**src/rtl/lew_pkg.sv**
```systemverilog
// Shared types and constants of the masked 3x3 luma erosion block.
// Pixel layout, pipeline operation record, window snapshot and result types.
// No dependencies; every other file of the block but lew_ram uses this package.
package lew_pkg;

    localparam int LUMA_W         = 8;
    localparam int CHROMA_W       = 16;
    localparam int PIX_W          = LUMA_W + CHROMA_W;

    localparam int WIN_ROWS       = 3;
    localparam int WIN_COLS       = 3;
    localparam int WIN_TAPS       = WIN_ROWS * WIN_COLS;
    localparam int MASK_W         = WIN_TAPS;

    localparam int MAX_LINE_WIDTH = 1920;
    localparam int COL_W          = $clog2(MAX_LINE_WIDTH);
    localparam int WIDTH_W        = 11;
    localparam int HEIGHT_W       = 12;
    localparam int ROW_W          = HEIGHT_W;

    localparam int LANE_W         = $clog2(WIN_ROWS);
    localparam int LINE_W         = PIX_W * WIN_ROWS;

    localparam int QUEUE_DEPTH    = 8;
    localparam int QPTR_W         = $clog2(QUEUE_DEPTH);
    localparam int QCNT_W         = QPTR_W + 1;

    localparam int CFG_IDX_W      = 2;
    localparam int CFG_DATA_W     = 12;

    localparam logic [LUMA_W-1:0]   LUMA_TOP       = 8'hFF;
    localparam logic [WIDTH_W-1:0]  WIDTH_LIMIT    = WIDTH_W'(MAX_LINE_WIDTH);
    localparam logic [ROW_W-1:0]    FIRST_MAIN_ROW = ROW_W'(WIN_ROWS / 2);
    localparam logic [MASK_W-1:0]   MASK_RESET     = '1;
    localparam logic [WIDTH_W-1:0]  WIDTH_RESET    = WIDTH_W'(1920);
    localparam logic [HEIGHT_W-1:0] HEIGHT_RESET   = HEIGHT_W'(1080);

    typedef enum logic [CFG_IDX_W-1:0] {
        CFG_KERNEL_MASK  = 2'd0,
        CFG_IMAGE_WIDTH  = 2'd1,
        CFG_IMAGE_HEIGHT = 2'd2
    } cfg_index_t;

    typedef logic [LANE_W-1:0] lane_t;

    typedef struct packed {
        logic [CHROMA_W-1:0] chroma;
        logic [LUMA_W-1:0]   luma;
    } pix_t;

    localparam pix_t SCAN_START = '{chroma: '0, luma: LUMA_TOP};

    typedef enum logic [1:0] {
        OP_PRELOAD,
        OP_MAIN,
        OP_FLUSH
    } op_kind_t;

    // One column operation handed from the sequencer to the window stage.
    typedef struct packed {
        logic             valid;
        op_kind_t         kind;
        logic [COL_W-1:0] addr;
        logic             wr_en;
        lane_t            wr_lane;
        pix_t             wr_pix;
        logic             rd_en;
        lane_t            top_lane;
        lane_t            mid_lane;
        logic             top_zero;
        logic             mid_zero;
        logic             result;
        logic             last;
        logic             clear_after;
    } op_t;

    typedef struct packed {
        logic                      valid;
        logic                      last;
        pix_t [WIN_TAPS-1:0]       taps;
    } win_t;

    typedef struct packed {
        logic [LUMA_W-1:0]   luma;
        logic [CHROMA_W-1:0] chroma;
        logic                last;
    } result_t;

endpackage

```
**src/rtl/lew_window.sv**
```systemverilog
// Window stage: read-modify-write of the packed line word, forwarding of the
// previous write, and the sliding 3x3 pixel window with its result snapshot.
// Depends on lew_pkg.
module lew_window (
    input  logic                           clk,
    input  logic                           rst_n,
    input  lew_pkg::op_t                   op,
    input  logic [lew_pkg::LINE_W-1:0]     ram_rd_data,
    output logic                           ram_wr_en,
    output logic [lew_pkg::COL_W-1:0]      ram_wr_addr,
    output logic [lew_pkg::LINE_W-1:0]     ram_wr_data,
    output logic [1:0]                     busy,
    output lew_pkg::win_t                  snap
);

    lew_pkg::op_t                  op_reg;
    logic                          fwd_valid_reg;
    logic [lew_pkg::COL_W-1:0]     fwd_addr_reg;
    logic [lew_pkg::LINE_W-1:0]    fwd_data_reg;
    lew_pkg::pix_t                 window_reg [lew_pkg::WIN_TAPS];
    lew_pkg::win_t                 snap_reg;

    logic [lew_pkg::LINE_W-1:0]    line;
    logic [lew_pkg::LINE_W-1:0]    merged;
    lew_pkg::pix_t                 lane_pix [lew_pkg::WIN_ROWS];
    lew_pkg::pix_t                 fresh [lew_pkg::WIN_ROWS];
    lew_pkg::pix_t                 shifted [lew_pkg::WIN_TAPS];
    logic                          shift_en;

    // The RAM returns the old word when the previous op wrote the same column.
    assign line = (fwd_valid_reg && (fwd_addr_reg == op_reg.addr)) ? fwd_data_reg : ram_rd_data;

    always_comb
    begin
        for (int l = 0; l < lew_pkg::WIN_ROWS; l++)
        begin
            lane_pix[l] = line[l * lew_pkg::PIX_W +: lew_pkg::PIX_W];
            merged[l * lew_pkg::PIX_W +: lew_pkg::PIX_W] =
                (op_reg.wr_lane == lew_pkg::LANE_W'(l)) ? op_reg.wr_pix : lane_pix[l];
        end
    end

    // New right-hand column: two older rows from memory, newest row is the
    // pixel being stored in this very column.
    always_comb
    begin
        fresh[0] = (op_reg.rd_en && !op_reg.top_zero) ? lane_pix[op_reg.top_lane] : '0;
        fresh[1] = (op_reg.rd_en && !op_reg.mid_zero) ? lane_pix[op_reg.mid_lane] : '0;
        fresh[2] = op_reg.rd_en ? op_reg.wr_pix : '0;
        for (int r = 0; r < lew_pkg::WIN_ROWS; r++)
        begin
            for (int c = 0; c < lew_pkg::WIN_COLS; c++)
            begin
                if (c == lew_pkg::WIN_COLS - 1)
                begin
                    shifted[r * lew_pkg::WIN_COLS + c] = fresh[r];
                end
                else
                begin
                    shifted[r * lew_pkg::WIN_COLS + c] = window_reg[r * lew_pkg::WIN_COLS + c + 1];
                end
            end
        end
    end

    assign shift_en    = op_reg.valid && (op_reg.kind != lew_pkg::OP_PRELOAD);
    assign ram_wr_en   = op_reg.valid && op_reg.wr_en;
    assign ram_wr_addr = op_reg.addr;
    assign ram_wr_data = merged;
    assign busy        = {1'b0, op_reg.valid && op_reg.result} + {1'b0, snap_reg.valid};
    assign snap        = snap_reg;

    always_ff @(posedge clk or negedge rst_n)
    begin
        if (!rst_n)
        begin
            op_reg        <= '0;
            fwd_valid_reg <= 1'b0;
            fwd_addr_reg  <= '0;
            fwd_data_reg  <= '0;
            snap_reg      <= '0;
            for (int i = 0; i < lew_pkg::WIN_TAPS; i++)
            begin
                window_reg[i] <= '0;
            end
        end
        else
        begin
            op_reg        <= op;
            fwd_valid_reg <= ram_wr_en;
            fwd_addr_reg  <= op_reg.addr;
            fwd_data_reg  <= merged;
            snap_reg.valid <= shift_en && op_reg.result;
            if (shift_en)
            begin
                snap_reg.last <= op_reg.last;
                for (int i = 0; i < lew_pkg::WIN_TAPS; i++)
                begin
                    snap_reg.taps[i] <= shifted[i];
                    window_reg[i]    <= op_reg.clear_after ? '0 : shifted[i];
                end
            end
        end
    end

endmodule

```
**config.mk**
```make
export PLATFORM = sky130hd
export DESIGN_NAME = lew_window
export DESIGN_NICKNAME = d
export VERILOG_FILES = /design/src/rtl/lew_pkg.sv /design/src/rtl/lew_window.sv
export SDC_FILE = /design/constraint.sdc
export NUM_CORES = 1
export LEC_CHECK = 0
export BUFFER_PORTS_ARGS = -buffer_cell sky130_fd_sc_hd__buf_2
export CAP_MARGIN = 20
export CORE_MARGIN = 2
export CORE_UTILIZATION = 35
export CTS_BUF_LIST = sky130_fd_sc_hd__clkbuf_16
export CTS_CLUSTER_DIAMETER = 100
export DETAILED_ROUTE_END_ITERATION = 8
export PLACE_DENSITY = 0.61
export SYNTH_ARGS = -nofsm -noshare
export SYNTH_HDL_FRONTEND = slang
export SYNTH_SLANG_ARGS = --single-unit
```
**constraint.sdc**
```tcl
create_clock -name clk -period 1.64 [get_ports clk]
set_input_delay 0.082 -clock clk [delete_from_list [all_inputs] [get_ports clk]]
set_output_delay 0.082 -clock clk [all_outputs]
set_load 0.01 [all_outputs]
```
-- Word-level counts from Yosys, hierarchy flattened
Cells that the tools add are included.
- flip-flop bits (word level): 497
- latch bits: 0
- RAM bits: 0
- bits in read-only memories: 0
- memories: 0
- add/subtract/negate cells: 1
- multiply operators: 0
- div/mod/pow operators: 0
- $lt $le $gt $ge: 2
- equality and inequality tests: 3
- shift-type cells: 0
- mux-type cells: 19
- bitwise logic cells: 2
- reductions and logical operators: 11
- operator list (cell ; count):
    two-way mux 24 bit ; 16
    binary-select mux 24 bit (select 2 bit) ; 2
    two-way mux 72 bit ; 1
    equality test 11 bit ; 1
    logical AND 1 bit ; 7
    greater-or-equal comparator 3 bit, second input constant ; 2
    NOT 2 -> 3 bit ; 2
    adder 1 x 1 -> 2 bit ; 1
    equality test 2 x 1 -> 1 bit, second input constant ; 1
    equality test 2 bit, second input constant ; 1
    zero test 1 bit ; 2
    zero test 2 bit ; 1
    nonzero test 2 bit ; 1

-- Longest topological paths before layout
- word-level depth: 8
- depth in mapped cells: 8

-- Worst setup path after synthesis
No wires, ideal clock.
- path type: flip-flop to flip-flop
- from: register op_reg, in the netlist ram_wr_addr[1]
- to: register fwd_data_reg[70] in the netlist's numbering
- library setup time: 138 ps
- data arrival time: 1696 ps
- slack: -194 ps
- cell stages (with the launch flop): 7
- clock period less this slack: 1834 ps
- path through: dfrtp_1 -> xnor2_1 -> nand4_1 -> nor3_1 -> buf_4 -> mux2_2 -> mux2_2
- longest elaborated chain between the ends: 4
- ends and longest elaborated chain (element ; RTL line ; RTL):
    from (decl) ; lew_window.sv:16 ; lew_pkg::op_t op_reg;
    from (signal assigned) ; lew_window.sv:89 ; op_reg <= op;
    equality test 11 bit ; lew_window.sv:31 ; assign line = (fwd_valid_reg && (fwd_addr_reg == op_reg.addr)) ? fwd_data_reg : ram_rd_data;
    logical AND 1 bit ; lew_window.sv:31 ;
    two-way mux 72 bit ; lew_window.sv:31 ;
    two-way mux 24 bit ; lew_window.sv:39 ; (op_reg.wr_lane == lew_pkg::LANE_W'(l)) ? op_reg.wr_pix : lane_pix[l];
    via ram_wr_data (one bit) ; lew_window.sv:11 ; output logic [lew_pkg::LINE_W-1:0] ram_wr_data,
    to (signal assigned) ; lew_window.sv:92 ; fwd_data_reg <= merged;
    to (decl) ; lew_window.sv:19 ; logic [lew_pkg::LINE_W-1:0] fwd_data_reg;
The timed path passes the listed nets, and every way through them passes these cells.
A chain may end at the register's enable or synchronous reset.

-- Final worst setup path
- from: register fwd_addr_reg[1] in the netlist's numbering
- to: output port ram_wr_data[20] in the netlist's numbering
- longest elaborated chain between the ends: 4
- ends and longest elaborated chain (element ; RTL line ; RTL):
    from (decl) ; lew_window.sv:18 ; logic [lew_pkg::COL_W-1:0] fwd_addr_reg;
    from (signal assigned) ; lew_window.sv:91 ; fwd_addr_reg <= op_reg.addr;
    equality test 11 bit ; lew_window.sv:31 ;
    logical AND 1 bit ; lew_window.sv:31 ;
    two-way mux 72 bit ; lew_window.sv:31 ;
    two-way mux 24 bit ; lew_window.sv:39 ;
    to (decl) ; lew_window.sv:11 ;
No other way between the ends.

==> flow_summary_export.csv <==
group,metric,value,unit
floorplanning,die_area,62830,sq um
pwr,intPower,0.02191,W
floorplanning,fp-row-count,90,
critical_path,path_class,"reg2out",
floorplanning,die_h,250.7,um
synth,netlist_instances,2197,
floorplanning,initial_core_util,35.35,%
synth,yosysTopAreaCell,"dfrtp_1",
sta,holdWs,0.03706,ns
critical_path,critPathSlowestCell,"dfrtp_1",
sta,finalCriticalPeriod,2.880,ns
clock_network,cts_tree,"built",
sta,hold_viol_final,0,
drt,wl,76.56,mm
synth,synth_nets,2323,
pwr,p_switching,0.008233,W
clock_network,clk_latency,0.61,ns
global_routing,grt_pass1_wl,113.0,mm
floorplanning,core_area,60250,sq um
global_routing,grt_max_degree,105,
drt,vias,18500,
pwr,powerDensity,1010,nW/um^2
floorplanning,die_x,250.7,um
drt,first_iter_violations,1371,
drt,drc,0,
finish,n_fill_cell,5447,
clock_network,clkTransAtPathRegs,0.06,ns
worst_hold_path,min-delay-start,"ram_rd_data[12]",
finish,final_layout_size_suffix_gt1_share,29.36,%
sta,relSlewSlack,40.16,%
pwr,p_leak,15.17,nW
synth,ys_seq_area_share,58.40,%
global_routing,antenna_found_initial,3,
place,place_inst,3388,
sta,slew_violations,0,
critical_path,arrival,2.80,ns
finish,nets,2971,
drt,viasPerCell,5.038,
clock_network,cts_num_sinks,497,
synth,ys_ff_latch,497,
clock_network,cts_root_buf,"clkbuf_16",
run,drv_cap,0,
sta,fmax,347.2,MHz
critical_path,startpoint,"fwd_addr_reg[1]",
clock_network,cts_htree_levels,2,
pwr,ir_drop,801.6,uV
finish,layout.cells.non_filler,3672,
global_routing,grt-ovfl-total,0,
finish,final_core_util,49.53,%
synth,synth_area,21300,sq um
pwr,p_comb_share,13.7,%
critical_path,start_kind,"flip-flop",
drt,wl_per_cell,20.85,um
synth,syn-mean-instance-area,9.693,sq um
pwr,share_clk_of_total_power,41.2,%
global_routing,grt_pass1_vias,18080,
status,violations,"negative setup slack",
sta,tightest_slew,0.8883,ns
critical_path,critPathMostFrequentCell,"buf_12",
place,globalplace.congestion,0.8549,
finish,syn2layout_area_growth,40.11,%
critical_path,critPathMaxStageDelay,0.41,ns
critical_path,critPathMaxFanout,7,
critical_path,path_buf_inv,5,
worst_hold_path,hp-class,"in2reg",
floorplanning,pin_count,429,
clock_network,numCtsBuffers,55,
sta,layout_setup_ws,-1.240,ns
place,post-dp-hpwl,55.04,mm
sta,setup_viol,242,
synth,synth_top_area_share,58.40,%
drt,drtPass1Iterations,6,
pwr,p_sw_share,27.31,%
critical_path,crit_chain,"xnor2_2 -> nand4_1 -> nor3_4 -> buf_12 -> buf_12 -> buf_16 -> buf_4 -> mux2i_1 -> a21oi_1 -> buf_2",
clock_network,cts.path.max_buffers,3,
place,numPortBuffers,428,
finish,largest_reg_flops,218,
sta,fin_worst_skew,0.01454,ns
synth,ys.warnings.count,0,
critical_path,worstSetupEndpointType,"output port",
synth,synth_cell_types,34,
sta,min_period_over_period,175.6,%
drt,final_antenna_net_count,0,
synth,netlist_top_cells_area,"dfrtp_1 58%, nand2_1 15%, mux2i_1 9.8%",
global_routing,grtUsageTotal,23.56,%
critical_path,critPathTopFamily,"buffers and inverters",
pwr,power_frac_seq,45.0,%
critical_path,worstReg2RegStart,"fwd_addr_reg[1]",
critical_path,cp.required,1.56,ns
sta,rsz0062_at_grt,"yes",
status,status,"complete, but fails checks",
## cell type report
type / instances / area [sq um] / area share (%)
repair buffers: 751 / 5807 / 19.46
diodes: 2 / 5.005 / 0.01677
multi-input cells: 1537 / 8781 / 29.43
clock inverters: 43 / 380.4 / 1.275
well taps: 782 / 978.4 / 3.279
clock buffers: 57 / 1426 / 4.780
flip-flops and latches: 497 / 12450 / 41.72
inverters: 3 / 11.26 / 0.03774
## placed cells by master (no fill, tap or decap), drive strengths merged
cell	count
nand2	862
buf	624
dfrtp	497
o21ai	234
mux2i	208
dlygate4sd3	123
nand3b	74
clkbuf	61
nor2	27
a21oi	26
nand3	24
a22o	24
clkinv	22
inv	13
xnor2	11
nand4	6
bufinv	6
clkinvlp	5
nor3	5
nor2b	4
nand2b	4
o211ai	4
o31ai	4
and4	3
or2	3
mux2	3
diode	2
and2	2
nor4	2
o211a	2
or3	2
o21a	2
ha	1
## synthesized netlist by cell type
cell      count
inv_1         3
o21ai_1      46
o31ai_1       4
buf_6         4
buf_8         4
or3_1         2
buf_1        11
and4_1        3
buf_12        4
nand2_1     862
o21ai_0     188
nor2b_1       4
buf_4        13
and2_1        2
o211a_1       2
nand2b_1      4
mux2i_1     208
xnor2_1      11
buf_2        15
clkbuf_1    109
nor3_1        5
a21oi_1      26
or2_2         3
nor4_1        2
a22o_1       24
ha_1          1
mux2_2        3
dfrtp_1     497
nand3_1      24
o211ai_1      4
nand3b_1     74
o21a_1        2
nor2_1       27
nand4_1       6
## worst min-delay path: cells and delay by family
family,cells,cell delay (ns)
compound gates,1,0.19
buf+inv,2,0.26
mux,1,0.08
## cells by family after synthesis
| group | synth area share, % |
|---|---|
| and+or+nand+nor | 19.76 |
| DFF | 58.40 |
| AOI/OAI and AO/OA | 7.544 |
| muxes | 9.935 |
| buffers and inverters | 3.848 |
| xor gates and xnor gates | 0.4524 |
| adders and majority gates | 0.05875 |
## power by group through the flow
stage	clock, W	sequential, W	combinational [W]
after floorplan	0	0.0137	0.00150
after global placement	0	0.0137	0.00359
after detailed placement	0	0.0138	0.00365
after CTS	0.0127	0.0136	0.00398
after global routing	0.0132	0.0136	0.00448
final	0.0124	0.0136	0.00414
## worst paths after layout
check	to	cells past startpoint	slack [ns]
worst max-delay path	ram_wr_data[20]	10	-1.24
max in group asynchronous	snap[206]	4	0.69
worst min register to register	snap[216]	2	0.44
min in group asynchronous	snap[152]	3	0.08
worst min-delay path	fwd_data_reg[12]	4	0.04
worst max register to register	snap[54]	14	-1.02
## through the flow
step | worst slack, ns | setup TNS, ns | area, sq um | power [W]
3_3_place_gp | -0.6048 | -107.08 | 25320 | 0.01733
2_1_floorplan | -0.1700 | -18.96 | 21380 | 0.01522
3_5_place_dp | -0.5839 | -106.99 | 25320 | 0.01742
5_1_grt | -1.332 | -200.95 | 29840 | 0.03130
6_report | -1.240 | -182.40 | 29840 | 0.03014
4_1_cts | -1.186 | -165.78 | 28830 | 0.03020
## per-layer routing
layer	vias to the layer above	routed length, um	global-route usage [%]
li1	8566	-	-
met3	127	4408	4.157
met2	617	35800	38.09
met5	-	13	0
met4	2	2559	7.528
met1	9189	33780	32.23
## repair_timing
| action | CTS | global route |
|---|---|---|
| setup endpoints to repair | 266 | 256 |
| gates cloned | 4 | 5 |
| gates resized for setup | 114 | 152 |
| pin swaps | 12 | 18 |
| endpoints found under the hold margin | 640 | 0 |
| hold buffers | 123 | 0 |
| setup buffers | 14 | 41 |
Power figures use the tool's default switching activity.
