`src/rtl/lew_ram.sv`:
```
// Generic simple dual-port RAM: one write port, one read port, registered read.
// No dependencies.
module lew_ram #(
    parameter int WIDTH = 8,
    parameter int DEPTH = 16
) (
    input  logic                     clk,
    input  logic                     wr_en,
    input  logic [$clog2(DEPTH)-1:0] wr_addr,
    input  logic [WIDTH-1:0]         wr_data,
    input  logic [$clog2(DEPTH)-1:0] rd_addr,
    output logic [WIDTH-1:0]         rd_data
);

    logic [WIDTH-1:0] mem [DEPTH];

    always_ff @(posedge clk)
    begin
        if (wr_en)
        begin
            mem[wr_addr] <= wr_data;
        end
        rd_data <= mem[rd_addr];
    end

endmodule

```
`config.mk`:
```
export PLATFORM = sky130hd
export DESIGN_NAME = lew_ram
export DESIGN_NICKNAME = d
export VERILOG_FILES = /design/src/rtl/lew_ram.sv
export SDC_FILE = /design/constraint.sdc
export NUM_CORES = 1
export LEC_CHECK = 0
export ABC_AREA = 0
export BUFFER_PORTS_ARGS = -buffer_cell sky130_fd_sc_hd__buf_2
export CORE_MARGIN = 2
export CORE_UTILIZATION = 60
export CTS_BUF_LIST = sky130_fd_sc_hd__clkbuf_16
export CTS_CLUSTER_DIAMETER = 60
export DETAILED_ROUTE_END_ITERATION = 7
export HOLD_SLACK_MARGIN = 0.15
export PLACE_DENSITY = 0.86
export SYNTH_ARGS = -nofsm -noshare
export SYNTH_HDL_FRONTEND = slang
export SYNTH_SLANG_ARGS = --single-unit
```
`constraint.sdc`:
```
create_clock -name clk -period 2.5 [get_ports clk]
set_clock_uncertainty 0.05 [all_clocks]
set_input_delay 0.25 -clock clk [delete_from_list [all_inputs] [get_ports clk]]
set_output_delay 0.25 -clock clk [all_outputs]
set_load 0.01 [all_outputs]
```
# Word-level counts from Yosys, hierarchy flattened
# Memory sizes are Yosys's and may differ from the RTL's. A register that Yosys moved wholly into a read port is not among the register bits.
# Cells that the tools add are included.
# Widths: inputs -> output; s select.
[op_classes]
mux = 2
[ops]
columns = ["cell", "count"]
rows = [
  ["$mux 1", 2],
]
[totals]
reg_bits = 0
memories = 1
elab_cells = 3
ram_bits = 128
output_inout_bits = 8
[mem_list]
columns = ["memory", "depth", "word_bits", "read_ports", "rd_clocked_by_memory_dff", "wr", "line_no", "rtl"]
rows = [
  ["mem", 16, 8, 1, 1, 1, "15", "logic [WIDTH-1:0] mem [DEPTH];"],
]

# Longest topological paths before layout
# Gate-level depths: netlist of run 1.
[depth]
word_depth = 2
mapped_depth = 5

# Least setup slack after synthesis of run 1
# OpenSTA, ideal clock, no wires.
[synth_timing]
path_kind = "input -> register"
from = "input wr_addr[2]"
to = "memory mem[0][0] (enable)"
setup_ns = 0.383
n_path_buf = 0
cell_stages = 2
required_time_ns = 2.067
arrival_ns = 1.360
setup_slack_ns = 0.707
cell_sequence = "or3b_2 > nor3_1"
[synth_rtl]
columns = ["element", "line_no", "rtl"]
rows = [
  ["start, declared", "9", "input logic [$clog2(DEPTH)-1:0] wr_addr,"],
  ["end, declared", "15", ""],
]
# No word-level cell before the write port.

==> results.toml, run 1 <==
[hold_path]
hp-class = "input port to register"
hold_path_depth = 1

[clock_tree]
h-tree-depth = 4
clockRootBuffer = "clkbuf_16"
cts_tree = "yes"
clk_path_buf_depth = 2
cts_resized = 0
worstSkewPairLatency_ns = 0.40
numCtsBuffers = 17
cts_setup_buffers = 0
holdBufCountCts = 0
clk_pin_slew_ns = 0.06
clock-sinks = 136

[synthesis]
synth_seq_cells = 136
yosysSeqAreaShare_pct = 77.8
syn_area_per_cell_um2 = 22.5
syn_area_mm2 = 0.00515
ys_types = 19
synth_warnings = 0
synthCells = 229
syn_nets = 247

[detailed_routing]
firstDrtPassIters = 5
ant_nets = 0
first_iter_violations = 246
drcViolationCount = 0
vias = 2558
wl_per_cell_um = 26.6
drt-vias-per-instance = 6.43
routed_wl_um = 10600

[worst_setup_path]
r2r_cells = 3
worstSetupStartpointType = "input port"
end_kind = "register"
crit_arrival_ns = 1.78
cp_max_fo = 11
worst-setup-path-type = "input port to register"
worstPathRequired_ns = 2.73

[sta]
rsz0062_at_grt = "no"
hold_slack_ns = 0.170
max_slew_margin_pct = 44.9
period_minus_slack_ns = 1.55
fmax_ghz = 0.646
period_share_pct = 61.9
slew_viol_final = 0
tightest_slew_ns = 0.824
finalSetupTns_ns = 0
setup-violations-final = 0
final-hold-violation-count = 0

[placed_design]
dpl_cell_area_mm2 = 0.00546
place_hpwl_um = 6090
io_buffers = 25
gp_congestion = 0.798
place_inst = 366

[global_routing]
grt_max_degree = 24
grt_remaining_overflow = 0
use_met2_pct = 36.7
grt_use_met1_pct = 35.0
gr-usage-met3_pct = 6.79
grt_pass1_wl_um = 16200
grt_usage_pct = 24.5
grt_pass1_vias = 2689
antenna_found_initial = 0
busiest_layer = "met2"

[flow_run]
max_cap_viol_count = 0

[power_and_ir_drop]
leakage_nw = 2.09
power_switching_mw = 1.10
p_clk_share_pct = 49.2
internal_power_mw = 4.42
ir_drop_mv = 0.536
p_seq_share_pct = 46.5
p_per_area_mw_per_mm2 = 904
swShare_pct = 19.9
power.share.combinational_pct = 4.3

[layout]
seq_area_mm2 = 0.00400
diodes = 0
n_fill_cell = 443
layoutNonFillerInstCount = 398
drive_gt1_share_pct = 31.4
finalInstanceArea_mm2 = 0.00611
multiInputGateArea_mm2 = 0.00106
num-nets-final = 298
area_growth_pct = 18.6

[floorplanning]
fp.dieH_um = 96.6
row_count = 33
io-pin-count = 26
die_w_um = 96.6
die_area_mm2 = 0.00934
core-area_mm2 = 0.00826
start_util_pct = 62.3

[status]
outcome = "finished clean"
## worst max-delay path, cell delays in order
cell	delay [ns]
buf_2	0.26
buf_4	0.30
mux4_1	0.59
a22oi_1	0.29
nand2_1	0.09
## placed cells by master, fill, tap and decap left out
cell type   Yosys  layout
edfxtp_1      128     128
buf_2           3      25
mux4_2         18      18
clkbuf_16       0      17
a22oi_1        16      16
buf_4           1      16
mux4_1         14      14
nor2_1         13      13
nand2_1         9       9
dfxtp_1         8       8
bufinv_16       0       5
nor3_1          4       4
clkinvlp_4      0       4
inv_6           0       3
nand3b_1        2       2
nand2b_1        2       2
nor2b_1         1       1
and2_1          1       1
and2b_1         1       1
nand3_1         1       1
or3b_2          1       1
clkinv_1        0       1
clkinv_4        0       1
clkinv_2        0       1
buf_12          0       1
## cells by family (layout without fill, tap and decap cells)
logic type	Yosys count	in the layout	synth area share (%)
buffers and inverters	10	74	1.68
and+or+nand+nor	35	35	3.18
AOI/OAI and AO/OA	16	16	2.33
muxes	32	32	15.0
DFF	136	136	77.8
## worst paths after layout
path	slack [ns]	endpoint	startpoint
max reg2reg	0.96	rd_data[0]$_DFF_P_	mem[1][0]$_DFFE_PP_
min reg2reg	0.63	rd_data[1]$_DFF_P_	mem[15][1]$_DFFE_PP_
max	0.95	rd_data[3]$_DFF_P_	rd_addr[0]
min	0.17	mem[1][1]$_DFFE_PP_	wr_data[1]
## layout make-up
type,count,area share (%)
clock buffer,17,6.97
tap,105,2.15
timing repair buffer,42,4.34
multi-input combinational,83,17.3
sequential,136,65.6
clock inverter,15,3.67
## Yosys cell counts
cell type	instances	area (um2)
or3b_2	1	8.76
dfxtp_1	8	160
buf_6	3	33.8
a22oi_1	16	120
nor3_1	4	20.0
edfxtp_1	128	3840
nand2_1	9	33.8
mux4_2	18	405
nor2b_1	1	6.26
buf_2	3	15.0
clkdlybuf4s25_2	3	30.0
nand3_1	1	5.00
nand3b_1	2	15.0
buf_4	1	7.51
nor2_1	13	48.8
and2b_1	1	7.51
nand2b_1	2	12.5
and2_1	1	6.26
mux4_1	14	368
## metal layers
metal	wire length, um	part of all wire (%)
met5	0	0
met4	232	2.2
met3	1010	9.6
met2	5160	49
met1	4180	39
## sequential cells by signal, summed over array words and instances, names as in the netlist
register and count:
mem 128, rd_data 8
## metrics by stage
| stage | power (mW) | util [%] | setup WS [ns] |
|---|---|---|---|
| 3_5_place_dp | 2.85 | 66.1 | 0.553 |
| 3_3_place_gp | 2.84 | 66.1 | 0.580 |
| 2_1_floorplan | 2.74 | - | 0.707 |
| 4_1_cts | 5.55 | 74.0 | 0.961 |
| 5_1_grt | 5.66 | 74.0 | 0.887 |
| 6_report | 5.52 | 74.0 | 0.953 |
## power by group through the flow
stage,combinational [mW],clock [mW],sequential [mW]
floorplan,0.129,0,2.61
detailed placement,0.235,0,2.61
finish,0.240,2.71,2.57
global route,0.259,2.83,2.57
global placement,0.227,0,2.61
CTS,0.242,2.74,2.57
No activity file was read; power rests on OpenSTA's default activity.
==> run 2: changes to the inputs <==
clock period = 1.6 ns   (was 2.5 ns; I/O delays follow)
==> results.toml, run 2 (same netlist as run 1, synthesis figures left out) <==
[status]
outcome = "finished clean"

[floorplanning]
fp.dieH_um = 96.6
row_count = 33
io-pin-count = 26
die_w_um = 96.6
core-area_mm2 = 0.00826
die_area_mm2 = 0.00934
start_util_pct = 62.3

[clock_tree]
worstSkewPairLatency_ns = 0.41
h-tree-depth = 4
clock-sinks = 136
numCtsBuffers = 17
clk_pin_slew_ns = 0.06
clk_path_buf_depth = 2
cts_tree = "yes"
clockRootBuffer = "clkbuf_16"
cts_resized = 0

[sta]
setup-violations-final = 0
final-hold-violation-count = 0
finalSetupTns_ns = 0
hold_slack_ns = 0.273
fmax_ghz = 0.677
slew_viol_final = 0
rsz0062_at_grt = "no"
period_share_pct = 92.3
max_slew_margin_pct = 71.1
period_minus_slack_ns = 1.48
tightest_slew_ns = 0.433

[layout]
drive_gt1_share_pct = 32.0
diodes = 0
area_growth_pct = 22.6
regMostFlops = "mem"
reg.largest.list = "mem (128), rd_data (8)"
num-nets-final = 314
largest_reg_flops = 128
final_common_cell = "edfxtp_1"
layout_common_cells = "edfxtp_1 (128), buf_2 (25), buf_4 (22)"

[worst_setup_path]
worst-setup-path-type = "register to register"
crit_arrival_ns = 1.71
end_kind = "register"
worstPathRequired_ns = 1.83
cp_max_fo = 1
worstSetupStartpointType = "register"

[global_routing]
grt_remaining_overflow = 0
antenna_found_initial = 0
grt_pass1_vias = 2665
grt_max_degree = 33
grt_pass1_wl_um = 15800
grt_usage_pct = 23.7

[placed_design]
gp_congestion = 0.737
io_buffers = 25
place_hpwl_um = 6020

[detailed_routing]
wl_per_cell_um = 24.9
first_iter_violations = 270
drcViolationCount = 0
ant_nets = 0
firstDrtPassIters = 4
drt-vias-per-instance = 6.22
routed_wl_um = 10300
vias = 2577

[power_and_ir_drop]
leakage_nw = 2.21
power.share.combinational_pct = 4.6
p_clk_share_pct = 50.1
p_seq_share_pct = 45.3
internal_power_mw = 7.23
swShare_pct = 18.4
power_switching_mw = 1.63
p_total_mw = 8.86
ir_drop_mv = 1.19
p_per_area_mw_per_mm2 = 1400

[flow_run]
max_cap_viol_count = 0

[hold_path]
hp-class = "input port to register"
[run 2: metrics by stage]
| step | utilization, % | setup slack (ns) | cell area, um2 | std cells |
|---|---|---|---|---|
| detailed placement | 67.2 | -0.0676 | 5550 | 374 |
| floorplan | - | 0.124 | 5150 | 229 |
| finish | 76.4 | 0.123 | 6310 | 414 |
| CTS | 76.4 | 0.110 | 6310 | 414 |
| global route | 76.4 | 0.0612 | 6310 | 414 |
| global placement | 67.2 | -0.0341 | 5550 | 374 |
[run 2: layout make-up]
class	instances	area (um2)
clock buffer	17	425
clock inverter	15	256
fill	415	1950
multi-input combinational	83	1060
sequential	136	4000
tap	105	131
timing repair buffer	58	430
[run 2: timing repair]
item,in CTS,in global routing
hold buffers,8,0
setup buffers,0,0
hold endpoints to repair,128,0
[run 2: path summary, 6_finish.rpt]
| kind | startpoint | to | slack [ns] | cells after the start |
|---|---|---|---|---|
| hold reg to reg | mem[15][1]$_DFFE_PP_ | rd_data[1]$_DFF_P_ | 0.63 | 3 |
| setup reg to reg | mem[0][2]$_DFFE_PP_ | rd_data[2]$_DFF_P_ | 0.12 | 3 |
| setup / recovery | mem[0][2]$_DFFE_PP_ | rd_data[2]$_DFF_P_ | 0.12 | 3 |
| hold / removal | wr_addr[0] | mem[0][2]$_DFFE_PP_ | 0.27 | 3 |
[run 2: power by group through the flow]
stage | Clock, mW | Combinational [mW] | Sequential, mW
2_1_floorplan | 0 | 0.202 | 4.09
3_3_place_gp | 0 | 0.368 | 4.07
3_5_place_dp | 0 | 0.382 | 4.08
4_1_cts | 4.48 | 0.410 | 4.01
5_1_grt | 4.64 | 0.436 | 4.01
6_report | 4.44 | 0.408 | 4.01
[run 2: worst max-delay path: stages (launching register included)]
cell and delay [ns]:
edfxtp_1 0.40, mux4_1 0.51, a22oi_1 0.28, nand2_1 0.11
[run 2: routing by layer]
layer	wire length [um]	GRT usage, %
met3	854	6.65
met1	4000	31.6
met4	260	11.4
met5	0	0
met2	5180	36.8
==> run 3: changes to the inputs <==
PLACE_DENSITY = 0.81   (was 0.86)
==> results.toml, run 3 (same netlist as run 1, synthesis figures left out) <==
[worst_setup_path]
path_buf_inv = 0
crit_family = "multiplexers"
worst-setup-path-type = "register to register"
cp_max_fo = 1
cp_cell_sequence = "mux4_1 -> a22oi_1 -> nand2_1"
worstSetupStartpointType = "register"
crit_arrival_ns = 1.73
worstPathRequired_ns = 1.83
cpMaxStageDelayCell = "mux4_1"
cp-startpoint = "mem[1][3]$_DFFE_PP_"
r2r_setup_slack_ns = 0.10
r2r_start = "mem[1][3]$_DFFE_PP_"
end_kind = "register"
slowest_delay_ns = 0.56

[floorplanning]
die_area_mm2 = 0.00934
die_w_um = 96.6
core-area_mm2 = 0.00826
fp.dieH_um = 96.6
row_count = 33
start_util_pct = 62.3
io-pin-count = 26

[sta]
max_slew_margin_pct = 70.8
period_minus_slack_ns = 1.50
setup_slack_ns = 0.104
period_share_pct = 93.5
setup-violations-final = 0
tightest_slew_ns = 0.438
final-hold-violation-count = 0
fmax_ghz = 0.669
slew_viol_final = 0
rsz0062_at_grt = "no"

[clock_tree]
cts_setup_buffers = 0
worstSkewPairLatency_ns = 0.41
clock-sinks = 136
cts_tree = "yes"
cts_resized = 0
numCtsBuffers = 17
h-tree-depth = 4
clk_pin_slew_ns = 0.06
clk_path_buf_depth = 2
clockRootBuffer = "clkbuf_16"

[global_routing]
grt_max_degree = 33
grt_use_met1_pct = 34.6
grt_usage_pct = 25.2
grt_pass1_wl_um = 16600
antenna_found_initial = 0
use_met2_pct = 39.0
gr-usage-met3_pct = 6.79
grt_remaining_overflow = 0
grt_pass1_vias = 2684
busiest_layer = "met2"

[power_and_ir_drop]
leakage_nw = 2.14
p_clk_share_pct = 46.9
power_switching_mw = 1.71
power.share.combinational_pct = 4.9
internal_power_mw = 6.62
p_total_mw = 8.32
p_seq_share_pct = 48.2
p_per_area_mw_per_mm2 = 1340
ir_drop_mv = 0.794
swShare_pct = 20.5

[layout]
seq_area_mm2 = 0.00400
diodes = 0
num-nets-final = 311
largest_reg_flops = 128
final_common_cell = "edfxtp_1"
area_growth_pct = 20.8
multiInputGateArea_mm2 = 0.00106
drive_gt1_share_pct = 32.0
layout_common_cells = "edfxtp_1 (128), buf_2 (25), mux4_2 (18), buf_4 (18), clkbuf_16 (17)"
n_fill_cell = 445
regMostFlops = "mem"
reg.largest.list = "mem (128), rd_data (8)"
finalInstanceArea_mm2 = 0.00622

[detailed_routing]
ant_nets = 0
wl_per_cell_um = 27.1
drcViolationCount = 0
vias = 2644
drt-vias-per-instance = 6.43
routed_wl_um = 11100
first_iter_violations = 275
firstDrtPassIters = 5

[placed_design]
gp_congestion = 0.811
dpl_cell_area_mm2 = 0.00554
io_buffers = 25
dp_slack_ns = -0.0243
place_hpwl_um = 6240

[hold_path]
hp-class = "input port to register"
hp-start = "wr_addr[1]"

[status]
outcome = "finished clean"

[flow_run]
max_cap_viol_count = 0
[run 3: repair_timing]
item / in CTS / in global routing
hold buffers: 8 / 0
hold endpoints to repair: 128 / 0
endpoints found under the setup margin: 0 / 0
[run 3: layout make-up]
| cell class | instances | share of cell area [%] |
|---|---|---|
| Clock buffer | 17 | 6.84 |
| Timing Repair Buffer | 55 | 6.76 |
| Clock inverter | 15 | 2.84 |
| Multi-Input combinational cell | 83 | 17.1 |
| Tap cell | 105 | 2.11 |
| Sequential cell | 136 | 64.4 |
[run 3: per-stage QoR]
step | util [%] | std cells | hold WS, ns | TNS [ns]
2_1_floorplan | - | 229 | 0.209 | 0
3_3_place_gp | 67.1 | 371 | 0.470 | -0.0173
3_5_place_dp | 67.1 | 371 | 0.497 | -0.0385
4_1_cts | 75.3 | 411 | 0.248 | 0
5_1_grt | 75.3 | 411 | 0.283 | 0
6_report | 75.3 | 411 | 0.256 | 0
[run 3: worst reg2reg max path, stage by stage, from the launching register on]
cell,delay (ns)
edfxtp_1,0.39
mux4_1,0.56
a22oi_1,0.27
nand2_1,0.10
[run 3: final timing paths]
path | cells after the start | endpoint
max | 3 | rd_data[3]$_DFF_P_
min | 3 | mem[7][1]$_DFFE_PP_
max reg2reg | 3 | rd_data[3]$_DFF_P_
min reg2reg | 3 | rd_data[2]$_DFF_P_
[run 3: power groups by stage]
stage | Combinational [mW] | Sequential, mW | Clock [mW]
CTS | 0.413 | 4.01 | 3.95
detailed placement | 0.391 | 4.08 | 0
global placement | 0.377 | 4.08 | 0
finish | 0.411 | 4.01 | 3.90
global route | 0.440 | 4.02 | 4.09
floorplan | 0.202 | 4.09 | 0
[run 3: per-layer routing]
metal	vias up	routed length [um]	part of all wire, %
met2	153	5670	51
met5	-	0	0
met3	17	883	7.9
met1	1370	4360	39
li1	1104	-	-
met4	0	214	1.9
