**src/rtl/lew_pkg.sv**
```systemverilog
// Shared types and constants of the masked 3x3 luma erosion block.
// Pixel layout, pipeline operation record, window snapshot and result types.
// No dependencies; every other file of the block but lew_ram uses this package.
package lew_pkg;

    localparam int LUMA_W         = 8;
    localparam int CHROMA_W       = 16;
    localparam int PIX_W          = LUMA_W + CHROMA_W;

    localparam int WIN_ROWS       = 3;
    localparam int WIN_COLS       = 3;
    localparam int WIN_TAPS       = WIN_ROWS * WIN_COLS;
    localparam int MASK_W         = WIN_TAPS;

    localparam int MAX_LINE_WIDTH = 1920;
    localparam int COL_W          = $clog2(MAX_LINE_WIDTH);
    localparam int WIDTH_W        = 11;
    localparam int HEIGHT_W       = 12;
    localparam int ROW_W          = HEIGHT_W;

    localparam int LANE_W         = $clog2(WIN_ROWS);
    localparam int LINE_W         = PIX_W * WIN_ROWS;

    localparam int QUEUE_DEPTH    = 8;
    localparam int QPTR_W         = $clog2(QUEUE_DEPTH);
    localparam int QCNT_W         = QPTR_W + 1;

    localparam int CFG_IDX_W      = 2;
    localparam int CFG_DATA_W     = 12;

    localparam logic [LUMA_W-1:0]   LUMA_TOP       = 8'hFF;
    localparam logic [WIDTH_W-1:0]  WIDTH_LIMIT    = WIDTH_W'(MAX_LINE_WIDTH);
    localparam logic [ROW_W-1:0]    FIRST_MAIN_ROW = ROW_W'(WIN_ROWS / 2);
    localparam logic [MASK_W-1:0]   MASK_RESET     = '1;
    localparam logic [WIDTH_W-1:0]  WIDTH_RESET    = WIDTH_W'(1920);
    localparam logic [HEIGHT_W-1:0] HEIGHT_RESET   = HEIGHT_W'(1080);

    typedef enum logic [CFG_IDX_W-1:0] {
        CFG_KERNEL_MASK  = 2'd0,
        CFG_IMAGE_WIDTH  = 2'd1,
        CFG_IMAGE_HEIGHT = 2'd2
    } cfg_index_t;

    typedef logic [LANE_W-1:0] lane_t;

    typedef struct packed {
        logic [CHROMA_W-1:0] chroma;
        logic [LUMA_W-1:0]   luma;
    } pix_t;

    localparam pix_t SCAN_START = '{chroma: '0, luma: LUMA_TOP};

    typedef enum logic [1:0] {
        OP_PRELOAD,
        OP_MAIN,
        OP_FLUSH
    } op_kind_t;

    // One column operation handed from the sequencer to the window stage.
    typedef struct packed {
        logic             valid;
        op_kind_t         kind;
        logic [COL_W-1:0] addr;
        logic             wr_en;
        lane_t            wr_lane;
        pix_t             wr_pix;
        logic             rd_en;
        lane_t            top_lane;
        lane_t            mid_lane;
        logic             top_zero;
        logic             mid_zero;
        logic             result;
        logic             last;
        logic             clear_after;
    } op_t;

    typedef struct packed {
        logic                      valid;
        logic                      last;
        pix_t [WIN_TAPS-1:0]       taps;
    } win_t;

    typedef struct packed {
        logic [LUMA_W-1:0]   luma;
        logic [CHROMA_W-1:0] chroma;
        logic                last;
    } result_t;

endpackage

```
**src/rtl/lew_res_if.sv**
```systemverilog
// Result channel: valid/ready handshake with eroded luma, chroma and run marker.
// Depends on lew_pkg for field widths.
interface lew_res_if;
    logic                          valid;
    logic                          ready;
    logic [lew_pkg::LUMA_W-1:0]    eroded_luma;
    logic [lew_pkg::CHROMA_W-1:0]  eroded_chroma;
    logic                          last_of_run;

    modport source (output valid, output eroded_luma, output eroded_chroma,
                    output last_of_run, input ready);
    modport sink   (input valid, input eroded_luma, input eroded_chroma,
                    input last_of_run, output ready);
endinterface

```
**src/rtl/lew_reduce.sv**
```systemverilog
// Masked minimum over the window snapshot (first smallest in row-major order)
// and the result queue that decouples the pipeline from the output channel.
// Depends on lew_pkg and lew_res_if.
module lew_reduce (
    input  logic                           clk,
    input  logic                           rst_n,
    input  lew_pkg::win_t                  snap,
    input  logic [lew_pkg::MASK_W-1:0]     kernel_mask,
    lew_res_if.source                      results,
    output logic [lew_pkg::QCNT_W-1:0]     queued
);

    localparam int CANDS = lew_pkg::WIN_TAPS + 1;

    // Ties keep the left operand, so the earliest pixel in scan order wins.
    function automatic lew_pkg::pix_t pick(input lew_pkg::pix_t a, input lew_pkg::pix_t b);
        return (b.luma < a.luma) ? b : a;
    endfunction

    lew_pkg::pix_t              cand [CANDS];
    lew_pkg::pix_t              lvl1 [CANDS / 2];
    lew_pkg::pix_t              lvl2a, lvl2b, lvl3, best;

    lew_pkg::result_t           queue_mem [lew_pkg::QUEUE_DEPTH];
    lew_pkg::result_t           head;
    logic [lew_pkg::QPTR_W-1:0] wr_ptr_reg, rd_ptr_reg;
    logic [lew_pkg::QCNT_W-1:0] count_reg, count_next;
    logic                       push, pop;

    always_comb
    begin
        // The scan starts from full-scale luma with zero chroma; a disabled
        // position behaves exactly like that starting point.
        cand[0] = lew_pkg::SCAN_START;
        for (int i = 0; i < lew_pkg::WIN_TAPS; i++)
        begin
            cand[i + 1] = kernel_mask[i] ? snap.taps[i] : lew_pkg::SCAN_START;
        end
        for (int i = 0; i < CANDS / 2; i++)
        begin
            lvl1[i] = pick(cand[2 * i], cand[2 * i + 1]);
        end
        lvl2a = pick(lvl1[0], lvl1[1]);
        lvl2b = pick(lvl1[2], lvl1[3]);
        lvl3  = pick(lvl2a, lvl2b);
        best  = pick(lvl3, lvl1[4]);
    end

    assign push = snap.valid;
    assign pop  = results.valid && results.ready;
    assign head = queue_mem[rd_ptr_reg];

    assign results.valid         = count_reg != '0;
    assign results.eroded_luma   = head.luma;
    assign results.eroded_chroma = head.chroma;
    assign results.last_of_run   = head.last;
    assign queued                = count_reg;

    always_comb
    begin
        case ({push, pop})
            2'b10:   count_next = count_reg + 1'b1;
            2'b01:   count_next = count_reg - 1'b1;
            default: count_next = count_reg;
        endcase
    end

    always_ff @(posedge clk)
    begin
        if (push)
        begin
            queue_mem[wr_ptr_reg] <= '{luma: best.luma, chroma: best.chroma, last: snap.last};
        end
    end

    always_ff @(posedge clk or negedge rst_n)
    begin
        if (!rst_n)
        begin
            wr_ptr_reg <= '0;
            rd_ptr_reg <= '0;
            count_reg  <= '0;
        end
        else
        begin
            if (push)
            begin
                wr_ptr_reg <= wr_ptr_reg + 1'b1;
            end
            if (pop)
            begin
                rd_ptr_reg <= rd_ptr_reg + 1'b1;
            end
            count_reg <= count_next;
        end
    end

endmodule

```
**src/flat_wrapper.sv**
```systemverilog
// flat-port wrapper written by rule: the top's interface ports become plain ports
module lew_reduce_flat 
  (clk, rst_n, snap, kernel_mask, queued, results_valid, results_eroded_luma, results_eroded_chroma, results_last_of_run, results_ready);
  lew_res_if results_i ();
  input  logic clk;
  input  logic rst_n;
  input  lew_pkg::win_t snap;
  input  logic [lew_pkg::MASK_W-1:0] kernel_mask;
  output logic [lew_pkg::QCNT_W-1:0] queued;
  output wire logic [$bits(results_i.valid)-1:0] results_valid;
  output wire logic [$bits(results_i.eroded_luma)-1:0] results_eroded_luma;
  output wire logic [$bits(results_i.eroded_chroma)-1:0] results_eroded_chroma;
  output wire logic [$bits(results_i.last_of_run)-1:0] results_last_of_run;
  input wire logic [$bits(results_i.ready)-1:0] results_ready;
  assign results_valid = results_i.valid;
  assign results_eroded_luma = results_i.eroded_luma;
  assign results_eroded_chroma = results_i.eroded_chroma;
  assign results_last_of_run = results_i.last_of_run;
  assign results_i.ready = results_ready;
  lew_reduce u_core (.clk(clk), .rst_n(rst_n), .snap(snap), .kernel_mask(kernel_mask), .results(results_i), .queued(queued));
endmodule
```
**config.mk**
```make
export PLATFORM = sky130hd
export DESIGN_NAME = lew_reduce_flat
export DESIGN_NICKNAME = d
export VERILOG_FILES = /design/src/rtl/lew_pkg.sv /design/src/rtl/lew_res_if.sv /design/src/rtl/lew_reduce.sv /design/src/flat_wrapper.sv
export SDC_FILE = /design/constraint.sdc
export NUM_CORES = 1
export LEC_CHECK = 0
export ABC_AREA = 1
export BUFFER_PORTS_ARGS = -buffer_cell sky130_fd_sc_hd__buf_4
export CORE_UTILIZATION = 47
export CTS_CLUSTER_DIAMETER = 100
export DETAILED_ROUTE_END_ITERATION = 8
export HOLD_SLACK_MARGIN = 0.12
export PLACE_DENSITY_LB_ADDON = 0.25
export SLEW_MARGIN = 20
export SYNTH_ARGS = -nofsm -noshare
export SYNTH_HDL_FRONTEND = slang
export SYNTH_SLANG_ARGS = --single-unit
```
**constraint.sdc**
```tcl
create_clock -name clk -period 2.8 [get_ports clk]
set_clock_uncertainty 0.05 [all_clocks]
set_input_delay 0.28 -clock clk [delete_from_list [all_inputs] [get_ports clk]]
set_output_delay 0.28 -clock clk [all_outputs]
set_load 0.1 [all_outputs]
```
* Word-level counts from Yosys, hierarchy flattened *
Memories as Yosys holds them, arrays and structs flattened.
Cells that the tools add are included.

word-level totals
  register bits = 10
  word-level logic and storage cells = 43
  bits of input ports = 230
  memory bits (writable) = 200
  output and inout bits = 30
  memories = 1

memories
  name              depth  bits a word  read ports  clocked after Yosys merged registers in  wr ports  RTL line          RTL
  u_core.queue_mem  8      25           1           0                                        1         lew_reduce.sv:24  lew_pkg::result_t queue_mem [lew_pkg::QUEUE_DEPTH];

cells by class
  magnitude comparators = 9
  multiplexer cells = 21
  add/sub/neg operators = 4
  eq/ne operators = 2
  reduce and logical (&&, ||, !) cells = 3

operators by type and width
  cell                   number
  $mux W24               18
  $lt A8 B8 Y1           8
  $lt A8 B8 Y1 const B   1
  $pmux W4 S2            1
  $add A3 B1 Y3 const B  2
  $add A4 B1 Y4 const B  1
  $reduce_bool A4 Y1     1
  $sub A4 B1 Y4 const B  1
  $eq A2 B1 Y1 const B   1
  $eq A2 B2 Y1 const B   1
  $mux W1                2
  $reduce_bool A2 Y1     1
  $logic_and A1 B1 Y1    1

* Longest topological paths before layout *
  depth in word-level cells = 9
  mapped depth = 47
  mapped depth without buffers = 41

* Least setup slack after synthesis *
No wires, ideal clock.

  path type = input -> register
  start point = input port kernel_mask[2] (netlist bit)
  end point = memory u_core.queue_mem[0][16] (netlist bit), data pin
  arrival = 6.508 ns
  path buffers = 5
  required time = 2.585 ns
  stages = 34
  setup time = 0.165 ns
  setup slack = -3.923 ns
  path through = buf_4 inv_2 or2_2 ha_1 a21oi_1 o21a_1 nand2_4 inv_1 clkbuf_1 o21ai_0 ha_1 a21oi_1 nor2_1 a211oi_1 nand2_2 clkbuf_1 o21ai_0 ha_1 a21oi_1 nor2_1 a211oi_1 nand2_1 clkinv_1 buf_2 nand2_1 o21ai_0 inv_1 ha_1 a21oi_1 nor2_1 a211oi_1 clkbuf_1 nand3_1 nand2_1

RTL lines
  element          RTL line           RTL
  start, declared  flat_wrapper.sv:8  input logic [lew_pkg::MASK_W-1:0] kernel_mask;
  end, declared    lew_reduce.sv:24

==> report_table.html <==
<table>
<tr><th>Metric</th><th>Value</th></tr>
<tr><th colspan="2">Logic synthesis</th></tr>
<tr><td>Xor/xnor share of the synthesized area</td><td>0.00421</td></tr>
<tr><td>Synth Area in Simple Gates</td><td>0.248</td></tr>
<tr><td>Count of flip-flops with a built-in enable after synthesis</td><td>200</td></tr>
<tr><td>Fraction of registers with async set/reset</td><td>0.0476</td></tr>
<tr><td>Synth Net Count</td><td>1773</td></tr>
<tr><td>Most used flip-flop cell after synthesis</td><td>edfxtp_1</td></tr>
<tr><td>Number of distinct library cells after synthesis</td><td>35</td></tr>
<tr><td>Total of warnings raised by yosys</td><td>0</td></tr>
<tr><td>Syn Area/Cell</td><td>8.40 um^2</td></tr>
<tr><td>Top post-synthesis cells by count</td><td>nand2_1 (295), nor2_1 (244), o21ai_0 (219)</td></tr>
<tr><td>Post-synthesis compound-gate area fraction</td><td>0.141</td></tr>
<tr><td>Biggest area contributors in the synthesized netlist</td><td>edfxtp_1 (48%), nand2_1 (8.9%), o21ai_0 (8.8%), nor2_1 (7.3%), ha_1 (5.5%)</td></tr>
<tr><td>Cell count after synthesis</td><td>1487</td></tr>
<tr><td>Syn Std Cell Area</td><td>12500 um^2</td></tr>
<tr><td>Share of the synthesized area in the top cell type</td><td>0.481</td></tr>
<tr><td>Cell type contributing the most total cell area after synthesis</td><td>edfxtp_1</td></tr>
<tr><td>Seq/Total Area, Yosys</td><td>0.501</td></tr>
<tr><td>Synthesized-area fraction occupied by adder cells</td><td>0.0567</td></tr>
<tr><td>Number of flip-flops and latches in the synthesized netlist</td><td>210</td></tr>
<tr><td>Share of synthesized area spent on multiplexers</td><td>0</td></tr>
<tr><td>Combinational family with the most area after synthesis</td><td>simple AND/OR/NAND/NOR gates</td></tr>
<tr><td>Most frequent cell after synthesis</td><td>nand2_1</td></tr>
<tr><th colspan="2">Placement</th></tr>
<tr><td>Final RePlAce weighted congestion</td><td>0.968</td></tr>
<tr><td>Post-detailed-placement cell area</td><td>16100 um^2</td></tr>
<tr><td>IO Port Bufs</td><td>259</td></tr>
<tr><td>DPL Wire Length</td><td>28.5 mm</td></tr>
<tr><th colspan="2">Cells and area</th></tr>
<tr><td>Layout Area Growth over Synthesis</td><td>46.3%</td></tr>
<tr><td>Diodes inserted</td><td>0</td></tr>
<tr><td>Layout Cell Area excl Fill</td><td>18300 um^2</td></tr>
<tr><td>Final core utilization</td><td>0.701</td></tr>
<tr><td>Flip-flop count of the largest register after layout</td><td>200</td></tr>
<tr><td>Proportion of layout cells with a drive suffix above 1</td><td>0.398</td></tr>
<tr><td>Number of nets in the layout</td><td>2167</td></tr>
<tr><td>Register bank with the most flops</td><td>u_core.queue_mem</td></tr>
<tr><th colspan="2">Global route</th></tr>
<tr><td>Pin count of the biggest net entering global routing</td><td>102</td></tr>
<tr><td>Global routing usage summed across all routing layers</td><td>0.303</td></tr>
<tr><td>Via count of the first global-routing pass</td><td>11800</td></tr>
<tr><td>Wire length of the first global-routing pass</td><td>62.8 mm</td></tr>
<tr><td>Number of antenna violations at the first check in global routing</td><td>2</td></tr>
<tr><td>Grt total ovfl</td><td>0</td></tr>
<tr><th colspan="2">CTS</th></tr>
<tr><td>Max Root-Sink Buffers</td><td>3</td></tr>
<tr><td>Number of clock buffers inserted by TritonCTS</td><td>21</td></tr>
<tr><td>Root Buffer Master</td><td>clkbuf_16</td></tr>
<tr><td>Count of clock tree sinks</td><td>210</td></tr>
<tr><td>Clock tree from TritonCTS</td><td>yes</td></tr>
<tr><td>Clock latency reported for the late side of the worst-skew pair</td><td>0.48 ns</td></tr>
<tr><td>H-tree level count</td><td>1</td></tr>
<tr><td>Clock Pin Slew Worst Setup and Hold Paths</td><td>0.06 ns</td></tr>
<tr><th colspan="2">Worst setup path</th></tr>
<tr><td>Delay contributed by the slowest stage of the critical path</td><td>0.35 ns</td></tr>
<tr><td>Required @ worst endpoint</td><td>2.97 ns</td></tr>
<tr><td>Critical Path AT</td><td>5.40 ns</td></tr>
<tr><td>RR Startpoint</td><td>u_core.queued[3]$_DFFE_PN0P_</td></tr>
<tr><td>Crit-path most repeated cell</td><td>nand2_4</td></tr>
<tr><td>Critical Path Sink Type</td><td>register</td></tr>
<tr><td>Startpoint kind of the worst setup timing path</td><td>primary input</td></tr>
<tr><td>Max stage delay cell, worst path</td><td>a211oi_4</td></tr>
<tr><td>First element of the critical path</td><td>snap[51]</td></tr>
<tr><td>Worst Setup Path Type</td><td>primary input to register</td></tr>
<tr><td>Largest fanout of any net on the critical path</td><td>8</td></tr>
<tr><th colspan="2">Detailed routing</th></tr>
<tr><td>Pre-antenna DRT Iters</td><td>5</td></tr>
<tr><td>First-iteration detailed-routing DRC count</td><td>1026</td></tr>
<tr><td>Detail Route Antenna Nets</td><td>0</td></tr>
<tr><td>Via count</td><td>12500</td></tr>
<tr><td>Final Routed Wirelength</td><td>42.7 mm</td></tr>
<tr><td>Wire per inst</td><td>19.1 um</td></tr>
<tr><td>Ratio of routed vias to standard cells</td><td>5.59</td></tr>
<tr><td>Residual DRC count</td><td>0</td></tr>
<tr><th colspan="2">Floorplanning</th></tr>
<tr><td>FP Rows</td><td>59</td></tr>
<tr><td>Placeable Area</td><td>26100 um^2</td></tr>
<tr><td>Starting density of the core</td><td>0.479</td></tr>
<tr><td>I/O pin total</td><td>260</td></tr>
<tr><td>Die height</td><td>165 um</td></tr>
<tr><td>Width of the die</td><td>165 um</td></tr>
<tr><td>Total die area</td><td>27200 um^2</td></tr>
<tr><th colspan="2">Power</th></tr>
<tr><td>Maximum vdd ir drop</td><td>1950 uV</td></tr>
<tr><td>P_leak</td><td>7.61 nW</td></tr>
<tr><td>Power after layout</td><td>22.3 mW</td></tr>
<tr><td>Power density over cell area</td><td>1220 nW/um^2</td></tr>
<tr><th colspan="2">Min path</th></tr>
<tr><td>Worst hold path startpoint</td><td>snap[191]</td></tr>
<tr><td>Path type of the worst min-delay path</td><td>primary input to register</td></tr>
<tr><th colspan="2">Status</th></tr>
<tr><td>Status</td><td>complete, but fails checks</td></tr>
<tr><td>Violations in the final reports</td><td>negative setup slack</td></tr>
<tr><th colspan="2">Timing</th></tr>
<tr><td>Smallest hold slack</td><td>0.310 ns</td></tr>
<tr><td>Final worst path period share</td><td>1.87</td></tr>
<tr><td>Max Slew Vio Count</td><td>0</td></tr>
<tr><td>Worst max-slew margin expressed relative to the limit</td><td>0.584</td></tr>
<tr><td>RSZ-0062 raised after global routing</td><td>yes</td></tr>
<tr><td>Setup violations, final</td><td>192</td></tr>
<tr><td>Number of hold violations in the final report</td><td>0</td></tr>
<tr><td>Slew at the pin closest to its max-slew limit</td><td>0.617 ns</td></tr>
<tr><td>Total negative slack</td><td>-460.87 ns</td></tr>
<tr><td>Final setup margin</td><td>-2.43 ns</td></tr>
<tr><td>Final Critical Period</td><td>5.23 ns</td></tr>
<tr><td>Max Clock Freq</td><td>191 MHz</td></tr>
<tr><th colspan="2">Run</th></tr>
<tr><td>Max cap viols</td><td>0</td></tr>
</table>
-- worst paths after layout --
kind | endpoint | slack, ns | cells past startpoint
setup reg to reg | u_core.queued[3]$_DFFE_PN0P_ | 0.44 | 13
max in group asynchronous | u_core.queued[0]$_DFFE_PN0P_ | 1.59 | 3
hold reg to reg | u_core.queued[0]$_DFFE_PN0P_ | 0.43 | 1
min in group asynchronous | u_core.rd_ptr_reg[2]$_DFFE_PN0P_ | 0.76 | 3
hold / removal | u_core.queue_mem[5][16]$_DFFE_PP_ | 0.31 | 5
setup / recovery | u_core.queue_mem[0][3]$_DFFE_PP_ | -2.43 | 35
-- layer usage --
layer,track usage,vias to the layer above,wire [um]
li1,-,5939,-
met5,0,-,10
met4,0.103,2,1240
met2,0.547,597,22100
met3,0.0465,87,3630
met1,0.363,5838,15700
-- cell families (layout without fill, tap and decap cells) --
group,count (synthesis),after routing
AOI/OAI and AO/OA,333,333
buffers and inverters,148,552
adders and majority gates,56,56
xor gates and xnor gates,6,6
DFF,210,210
and+or+nand+nor,734,738
-- area by class of cell --
cell class	instances	area, um^2
multi-input combinational	1133	7050
clock inverter	11	82.6
inverter	58	259
timing repair inverter	2	13.8
fill	1901	7790
sequential	210	6260
tap	335	419
timing repair buffer	455	3640
clock buffer	26	544
-- placed cells by master, fill, tap and decap left out, drive strengths merged, types with 2 or more instances in the layout --
| master | synthesis | routed |
|---|---|---|
| a211oi | 7 | 7 |
| a21oi | 53 | 53 |
| a31oi | 25 | 25 |
| buf | 22 | 450 |
| clkbuf | 68 | 26 |
| clkinv | 4 | 10 |
| clkinvlp | 0 | 3 |
| dfrtp | 10 | 10 |
| dlygate4sd3 | 0 | 5 |
| edfxtp | 200 | 200 |
| ha | 55 | 55 |
| inv | 54 | 57 |
| nand2 | 306 | 310 |
| nand3 | 131 | 131 |
| nand3b | 4 | 4 |
| nor2 | 248 | 248 |
| nor4 | 2 | 2 |
| o21a | 2 | 2 |
| o21ai | 220 | 220 |
| o22ai | 25 | 25 |
| or2 | 41 | 41 |
| xnor2 | 2 | 2 |
| xor2 | 4 | 4 |
-- power breakdown --
group	switching, mW	internal, mW
Combinational	9.86	4.64
Sequential	0.178	5.04
Clock	1.11	1.47
Total	11.1	11.2
-- what timing repair did --
item / in CTS / in global routing
resized for setup: 152 / 91
endpoints found under the setup margin: 192 / 195
endpoints found under the hold margin: 22 / 0
pin swaps: 45 / 58
cloned: 7 / 1
buffers inserted: 26 / 15
hold buffers: 5 / 0
-- metrics by stage --
| stage | std cells | setup slack (ns) |
|---|---|---|
| 2_1_floorplan | 1487 | -2.86 |
| 3_3_place_gp | 2142 | -3.11 |
| 3_5_place_dp | 2142 | -3.35 |
| 4_1_cts | 2217 | -2.24 |
| 5_1_grt | 2230 | -2.59 |
| 6_report | 2230 | -2.43 |
-- worst max-delay path, delay by kind of cell --
kind / cells / cell delay [ns]
buf+inv: 6 / 0.93
compound gates: 9 / 1.73
fa+ha+maj: 4 / 0.97
simple gates: 16 / 1.49
Power figures use the tool's default switching activity.
